===== src/hw/rtl/rspd_pkg.sv =====
// Shared types and constants for the remote-debug serial packet deframer.
package rspd_pkg;

  localparam int MAX_PAYLOAD = 1024;
  localparam int CNT_W       = $clog2(MAX_PAYLOAD + 1);
  localparam int POS_W       = 11;

  localparam logic [7:0] CHAR_START = 8'h24;  // '$'
  localparam logic [7:0] CHAR_END   = 8'h23;  // '#'
  localparam logic [7:0] CHAR_ESC   = 8'h7D;
  localparam logic [7:0] ESC_XOR    = 8'h20;
  localparam logic [7:0] ACK_POS    = 8'h2B;  // '+'
  localparam logic [7:0] ACK_NEG    = 8'h2D;  // '-'
  localparam logic [7:0] ACK_NONE   = 8'h00;

  localparam logic [1:0] KIND_PAYLOAD = 2'd0;
  localparam logic [1:0] KIND_ACCEPT  = 2'd1;
  localparam logic [1:0] KIND_REJECT  = 2'd2;

  typedef struct packed {
    logic             valid;
    logic [1:0]       kind;
    logic [7:0]       payload_byte;
    logic [POS_W-1:0] position;
    logic [7:0]       ack_byte;
  } rspd_res_t;

endpackage


===== src/hw/rtl/rspd_core.sv =====
// Framing state machine: consumes one byte per strobe and forms its result.
module rspd_core
  import rspd_pkg::*;
(
  input  logic       clk,
  input  logic       rst_n,
  input  logic       byte_go,
  input  logic [7:0] byte_in,
  output rspd_res_t  res
);

  typedef enum logic [2:0] {
    PH_HUNT = 3'd0,
    PH_DATA = 3'd1,
    PH_ESC  = 3'd2,
    PH_HI   = 3'd3,
    PH_LO   = 3'd4
  } phase_t;

  phase_t           phase_r, phase_nxt;
  logic [7:0]       sum_r, sum_nxt;
  logic [CNT_W-1:0] count_r, count_nxt;
  logic [3:0]       hi_r, hi_nxt;
  logic             hi_bad_r, hi_bad_nxt;
  logic [4:0]       hex;

  // Bit 4 set means the byte is not a hex digit.
  function automatic logic [4:0] hex_value(input logic [7:0] c);
    logic [7:0] u;
    u = c & 8'hDF;
    if (c >= 8'h30 && c <= 8'h39) begin
      return {1'b0, 4'(c - 8'h30)};
    end else if (u >= 8'h41 && u <= 8'h46) begin
      return {1'b0, 4'(u - 8'h37)};
    end else begin
      return 5'h10;
    end
  endfunction

  assign hex = hex_value(byte_in);

  always_comb begin
    phase_nxt  = phase_r;
    sum_nxt    = sum_r;
    count_nxt  = count_r;
    hi_nxt     = hi_r;
    hi_bad_nxt = hi_bad_r;
    res        = '0;
    case (phase_r)
      PH_DATA: begin
        if (byte_in == CHAR_END) begin
          phase_nxt = PH_HI;
        end else if (count_r >= CNT_W'(MAX_PAYLOAD)) begin
          phase_nxt    = PH_HUNT;
          res.valid    = 1'b1;
          res.kind     = KIND_REJECT;
          res.ack_byte = ACK_NEG;
        end else if (byte_in == CHAR_ESC) begin
          phase_nxt = PH_ESC;
        end else begin
          sum_nxt          = sum_r + byte_in;
          count_nxt        = count_r + 1'b1;
          res.valid        = 1'b1;
          res.kind         = KIND_PAYLOAD;
          res.payload_byte = byte_in;
          res.position     = POS_W'(count_r);
        end
      end
      PH_ESC: begin
        sum_nxt          = sum_r + CHAR_ESC + byte_in;
        count_nxt        = count_r + 1'b1;
        phase_nxt        = PH_DATA;
        res.valid        = 1'b1;
        res.kind         = KIND_PAYLOAD;
        res.payload_byte = byte_in ^ ESC_XOR;
        res.position     = POS_W'(count_r);
      end
      PH_HI: begin
        hi_bad_nxt = hex[4];
        hi_nxt     = hex[3:0];
        phase_nxt  = PH_LO;
      end
      PH_LO: begin
        phase_nxt = PH_HUNT;
        res.valid = 1'b1;
        if (!hi_bad_r && !hex[4] && {hi_r, hex[3:0]} == sum_r) begin
          res.kind     = KIND_ACCEPT;
          res.position = POS_W'(count_r);
          res.ack_byte = ACK_POS;
        end else begin
          res.kind     = KIND_REJECT;
          res.ack_byte = ACK_NEG;
        end
      end
      default: begin
        if (byte_in == CHAR_START) begin
          phase_nxt  = PH_DATA;
          sum_nxt    = '0;
          count_nxt  = '0;
          hi_nxt     = '0;
          hi_bad_nxt = 1'b0;
        end else begin
          phase_nxt = PH_HUNT;
        end
      end
    endcase
    if (!byte_go) begin
      res.valid = 1'b0;
    end
  end

  always_ff @(posedge clk) begin
    if (!rst_n) begin
      phase_r  <= PH_HUNT;
      sum_r    <= '0;
      count_r  <= '0;
      hi_r     <= '0;
      hi_bad_r <= 1'b0;
    end else if (byte_go) begin
      phase_r  <= phase_nxt;
      sum_r    <= sum_nxt;
      count_r  <= count_nxt;
      hi_r     <= hi_nxt;
      hi_bad_r <= hi_bad_nxt;
    end
  end

endmodule


===== src/hw/rtl/rsp_packet_deframer.sv =====
// Top level of the remote-debug serial packet deframer.
//
// The input channel carries one received serial byte per beat on in_rx_byte.
// Bytes are dropped until a '$' arrives; after it every byte is payload until
// '#', with 0x7D escaping the following byte. Two hex checksum digits close
// the packet.
// The output channel carries at most one beat per input byte: a payload byte
// with its index, an accept with the packet length and ack '+', or a reject
// with ack '-'. Bytes that are dropped, the '#', escape bytes and the high
// checksum digit yield no output beat.
// A byte accepted into the input register goes through the framing logic,
// and its result is captured in the output register.
// Throughput is one byte per cycle while the receiver does not stall; the
// framing state update is a loop closed through the core's registers.
// A synchronous active-low reset empties both registers and returns the
// framer to hunting for '$'.
// When the receiver stalls with a result waiting, the result holds steady
// and the input register keeps its byte; in_stall rises only once that input
// register is also occupied.
module rsp_packet_deframer
  import rspd_pkg::*;
(
  input  logic             clk,
  input  logic             rst_n,
  input  logic             in_valid,
  output logic             in_stall,
  input  logic [7:0]       in_rx_byte,
  output logic             out_valid,
  input  logic             out_stall,
  output logic [1:0]       out_kind,
  output logic [7:0]       out_payload_byte,
  output logic [POS_W-1:0] out_position,
  output logic [7:0]       out_ack_byte
);

  logic       in_valid_r;
  logic [7:0] in_byte_r;
  logic       out_valid_r;
  rspd_res_t  out_r;
  rspd_res_t  res;
  logic       advance;
  logic       byte_go;

  // The input register moves forward whenever the output register is empty
  // or its beat is being taken in this cycle.
  assign advance  = !out_valid_r || !out_stall;
  assign byte_go  = in_valid_r && advance;
  assign in_stall = in_valid_r && !advance;

  rspd_core u_core (
    .clk     (clk),
    .rst_n   (rst_n),
    .byte_go (byte_go),
    .byte_in (in_byte_r),
    .res     (res)
  );

  always_ff @(posedge clk) begin
    if (!rst_n) begin
      in_valid_r  <= 1'b0;
      out_valid_r <= 1'b0;
    end else begin
      if (!in_stall) begin
        in_valid_r <= in_valid;
      end
      if (advance) begin
        out_valid_r <= res.valid;
      end
    end
  end

  // Payload registers carry no reset.
  always_ff @(posedge clk) begin
    if (in_valid && !in_stall) begin
      in_byte_r <= in_rx_byte;
    end
    if (advance && res.valid) begin
      out_r <= res;
    end
  end

  assign out_valid        = out_valid_r;
  assign out_kind         = out_r.kind;
  assign out_payload_byte = out_r.payload_byte;
  assign out_position     = out_r.position;
  assign out_ack_byte     = out_r.ack_byte;

endmodule

===== config.mk =====
export PLATFORM = sky130hd
export DESIGN_NAME = rsp_packet_deframer
export DESIGN_NICKNAME = d
export VERILOG_FILES = /design/src/hw/rtl/rspd_pkg.sv /design/src/hw/rtl/rspd_core.sv /design/src/hw/rtl/rsp_packet_deframer.sv
export SDC_FILE = /design/constraint.sdc
export NUM_CORES = 1
export LEC_CHECK = 0
export BUFFER_PORTS_ARGS = -buffer_cell sky130_fd_sc_hd__clkbuf_2
export CAP_MARGIN = 0
export CORE_UTILIZATION = 59
export CTS_BUF_LIST = sky130_fd_sc_hd__clkbuf_4 sky130_fd_sc_hd__clkbuf_8 sky130_fd_sc_hd__clkbuf_16
export DETAILED_ROUTE_END_ITERATION = 8
export PLACE_DENSITY = 0.8
export SETUP_SLACK_MARGIN = 0.5
export SLEW_MARGIN = 25
export SYNTH_ARGS = -nofsm -noshare
export SYNTH_HDL_FRONTEND = slang
export SYNTH_SLANG_ARGS = --single-unit

===== constraint.sdc =====
create_clock -name clk -period 3.7 [get_ports clk]
set_input_delay 0.185 -clock clk [delete_from_list [all_inputs] [get_ports clk]]
set_output_delay 0.185 -clock clk [all_outputs]
set_load 0.005 [all_outputs]

==> qor.txt <==
DIE WIDTH - 84.9 um
Clock Tree Buf Depth - 2
Critical path startpoint - in_byte_r[1]$_DFFE_PP_
CTS sink cnt - 60
Failing checks - DRC
Antenna Cells - 0
R2R setup slack - 630 ps
Max-Cap Viols - 0
Most frequent cells in the layout - 39 x clkbuf_2, 36 x nand2_1, 31 x inv_1, 31 x edfxtp_1, 29 x dfxtp_1
Fin crit share - 0.830
Hold WS - 18.2 ps
Ys flop type - edfxtp_1
Worst Path Required - 3830 ps
Num ports - 43
Status - finished, violations left
Fin. max-slew vios - 0
WL per Instance - 16.5 um
Placed Area - 0.00425 sq mm
Final wirelength - 9020 um
Setup tns final - 0 ps
Final setup vio count - 0
Unrepaired setup endpoints after global routing - no
CTS root buffer - clkbuf_8
Drt pass-1 iters - 8
Area contributors post-synth - edfxtp_1 23%, dfxtp_1 14%, ha_1 7.7%
Final-layout fill cell count - 498
Period minus WS final - 3070 ps
Vias in the first global route - 3,070
Slew headroom - 0.530
Netlist cell types - 65
DRT iter0 DRCs - 180
GRT overflow - 0
Cell Rows - 29
Total power - 1.51 mW
Area of the multi-input gates - 0.00231 sq mm
Synthesis-stage register bit count - 60
Worst skew pair latency - 340 ps
H-tree Lvls - 3
Synth top area share - 0.230
Layout Area Growth over Synthesis - 10.9%
Core Box Area - 0.00649 sq mm
Die Area - 0.00721 sq mm
CTS tree - built
Crit path DAT - 3200 ps
Sequential share of the synthesized area - 0.373
Pwr Density - 335 mW/mm^2
Sequential cell area - 0.00151 sq mm
Clk slew on worst S/H paths - 70 ps
Setup crit start kind - flip-flop
GP Congestion - 0.956
DR vias/cell - 6.20
Layout Cell Area excl Fill - 0.00449 sq mm
Clock Skew - 9.72 ps
Maximum VDD drop - 0.230 mV
HP Class - input port to flip-flop
Final hold viol count - 0
Synth Cell Area - 0.00405 sq mm
Critical path fanouts, max - 13
Worst setup EP type - flip-flop
Asr flop ratio synth - 0
Total number of vias - 3,381
Warnings, synthesis - 0
NumNets Final - 503
Num CTS Buffers - 9
Global-route wire length before repair - 15,000 um
Largest net degree at the start of global routing - 26
Syn avg cell area - 9.43 sq um
Synth area leader - edfxtp_1
Leak - 1.74 nW
RR Startpoint - in_byte_r[1]$_DFFE_PP_
Commonest non-fill, non-tap cell in the layout - clkbuf_2
Remaining antenna violation count - 0
HPWL after DPL - 6570 um
Hold Crit Start - in_rx_byte[3]
DRC viols - 5
Initial antenna violation count - 0
I/O Buffers - 39
Initial Utilization - 0.624
Height of the die - 84.9 um
Share of layout cells above drive strength 1 - 0.177
All-Layer GR Usage - 0.270
Critical path class - flip-flop to flip-flop
Post-synth EDFFs - 31
Mapped Cells - 430
Slew @ Worst Pin - 704 ps
Max Clk Rate - 326 MHz
## layout make-up
cell class,instances,area share
clock buffers,9,0.0276
clock inverters,7,0.0220
inverters,32,0.0267
multi-input cells,316,0.513
flip-flops and latches,60,0.336
well taps,77,0.0214
repair buffers,44,0.0529
## where the power goes
| part | total [mW] | internal (mW) | switching [mW] |
|---|---|---|---|
| clock | 0.676 | 0.384 | 0.292 |
| combinational | 0.119 | 0.0473 | 0.0712 |
| sequential | 0.714 | 0.700 | 0.0133 |
## critical path, stage by stage (launching register included)
cell and delay [ps]:
edfxtp_1 560, inv_1 150, ha_1 280, nor3b_2 310, nor4_1 130, or3_1 350, a221o_1 350, or2_4 350
o41ai_2 390
## per-stage QoR
step	std cells	utilization	worst slack [ps]
2_1_floorplan	432	-	891
5_1_grt	545	0.692	513
3_5_place_dp	527	0.654	631
6_report	545	0.692	630
3_3_place_gp	527	0.653	712
4_1_cts	543	0.688	592
## cell usage after synthesis (10+ instances only)
cell type / number
dfxtp_1: 29
nor2_1: 23
nand2_1: 36
nand2b_1: 19
a21oi_1: 28
clkbuf_1: 11
nand3_1: 12
ha_1: 25
o21ai_0: 17
o41ai_2: 10
inv_1: 32
xnor2_1: 13
edfxtp_1: 31
## timing repair
item / in CTS / in global routing
setup endpoints to repair: 0 / 12
gates resized for setup: 0 / 2
hold endpoints to repair: 0 / 2
hold buffers: 0 / 2
buffers inserted: 0 / 0
## state kept, by name (all words and copies together), names as in the netlist
| name | cells |
|---|---|
| out_position | 11 |
| u_core.phase_r | 3 |
| out_payload_byte | 8 |
| in_valid_r | 1 |
| u_core.hi_r | 4 |
| out_kind | 1 |
| u_core.hi_bad_r | 1 |
| u_core.count_r | 11 |
| u_core.sum_r | 8 |
| out_valid | 1 |
| in_byte_r | 8 |
| out_ack_byte | 3 |
## kinds of logic (layout without fill, tap and decap cells)
group | after synthesis | after routing | synth area share
buffers and inverters | 56 | 92 | 0.0633
other | 1 | 3 | 0.000925
adder cells (fa/ha/maj) | 28 | 28 | 0.0920
multiplexers | 4 | 4 | 0.00988
flip-flops | 60 | 60 | 0.373
AND/OR/NAND/NOR | 151 | 151 | 0.210
AO/OA/AOI/OAI | 111 | 111 | 0.210
XOR/XNOR | 19 | 19 | 0.0410
## final timing paths
| kind | end | cells after the start |
|---|---|---|
| worst max register to register | out_position[9]$_DFFE_PP_ | 8 |
| worst min-delay path | in_byte_r[3]$_DFFE_PP_ | 1 |
| worst min register to register | u_core.hi_r[0]$_SDFFE_PN0P_ | 2 |
| worst max-delay path | out_position[9]$_DFFE_PP_ | 8 |
## metal layers
metal	track usage	part of all wire	up-vias	wire length, um
li1	-	-	1627	-
met1	0.374	0.47	1603	4270
met2	0.422	0.45	140	4060
met3	0.0584	0.063	11	564
met4	0.0878	0.014	0	124
met5	0	0	-	0
Power figures use the tool's default switching activity.
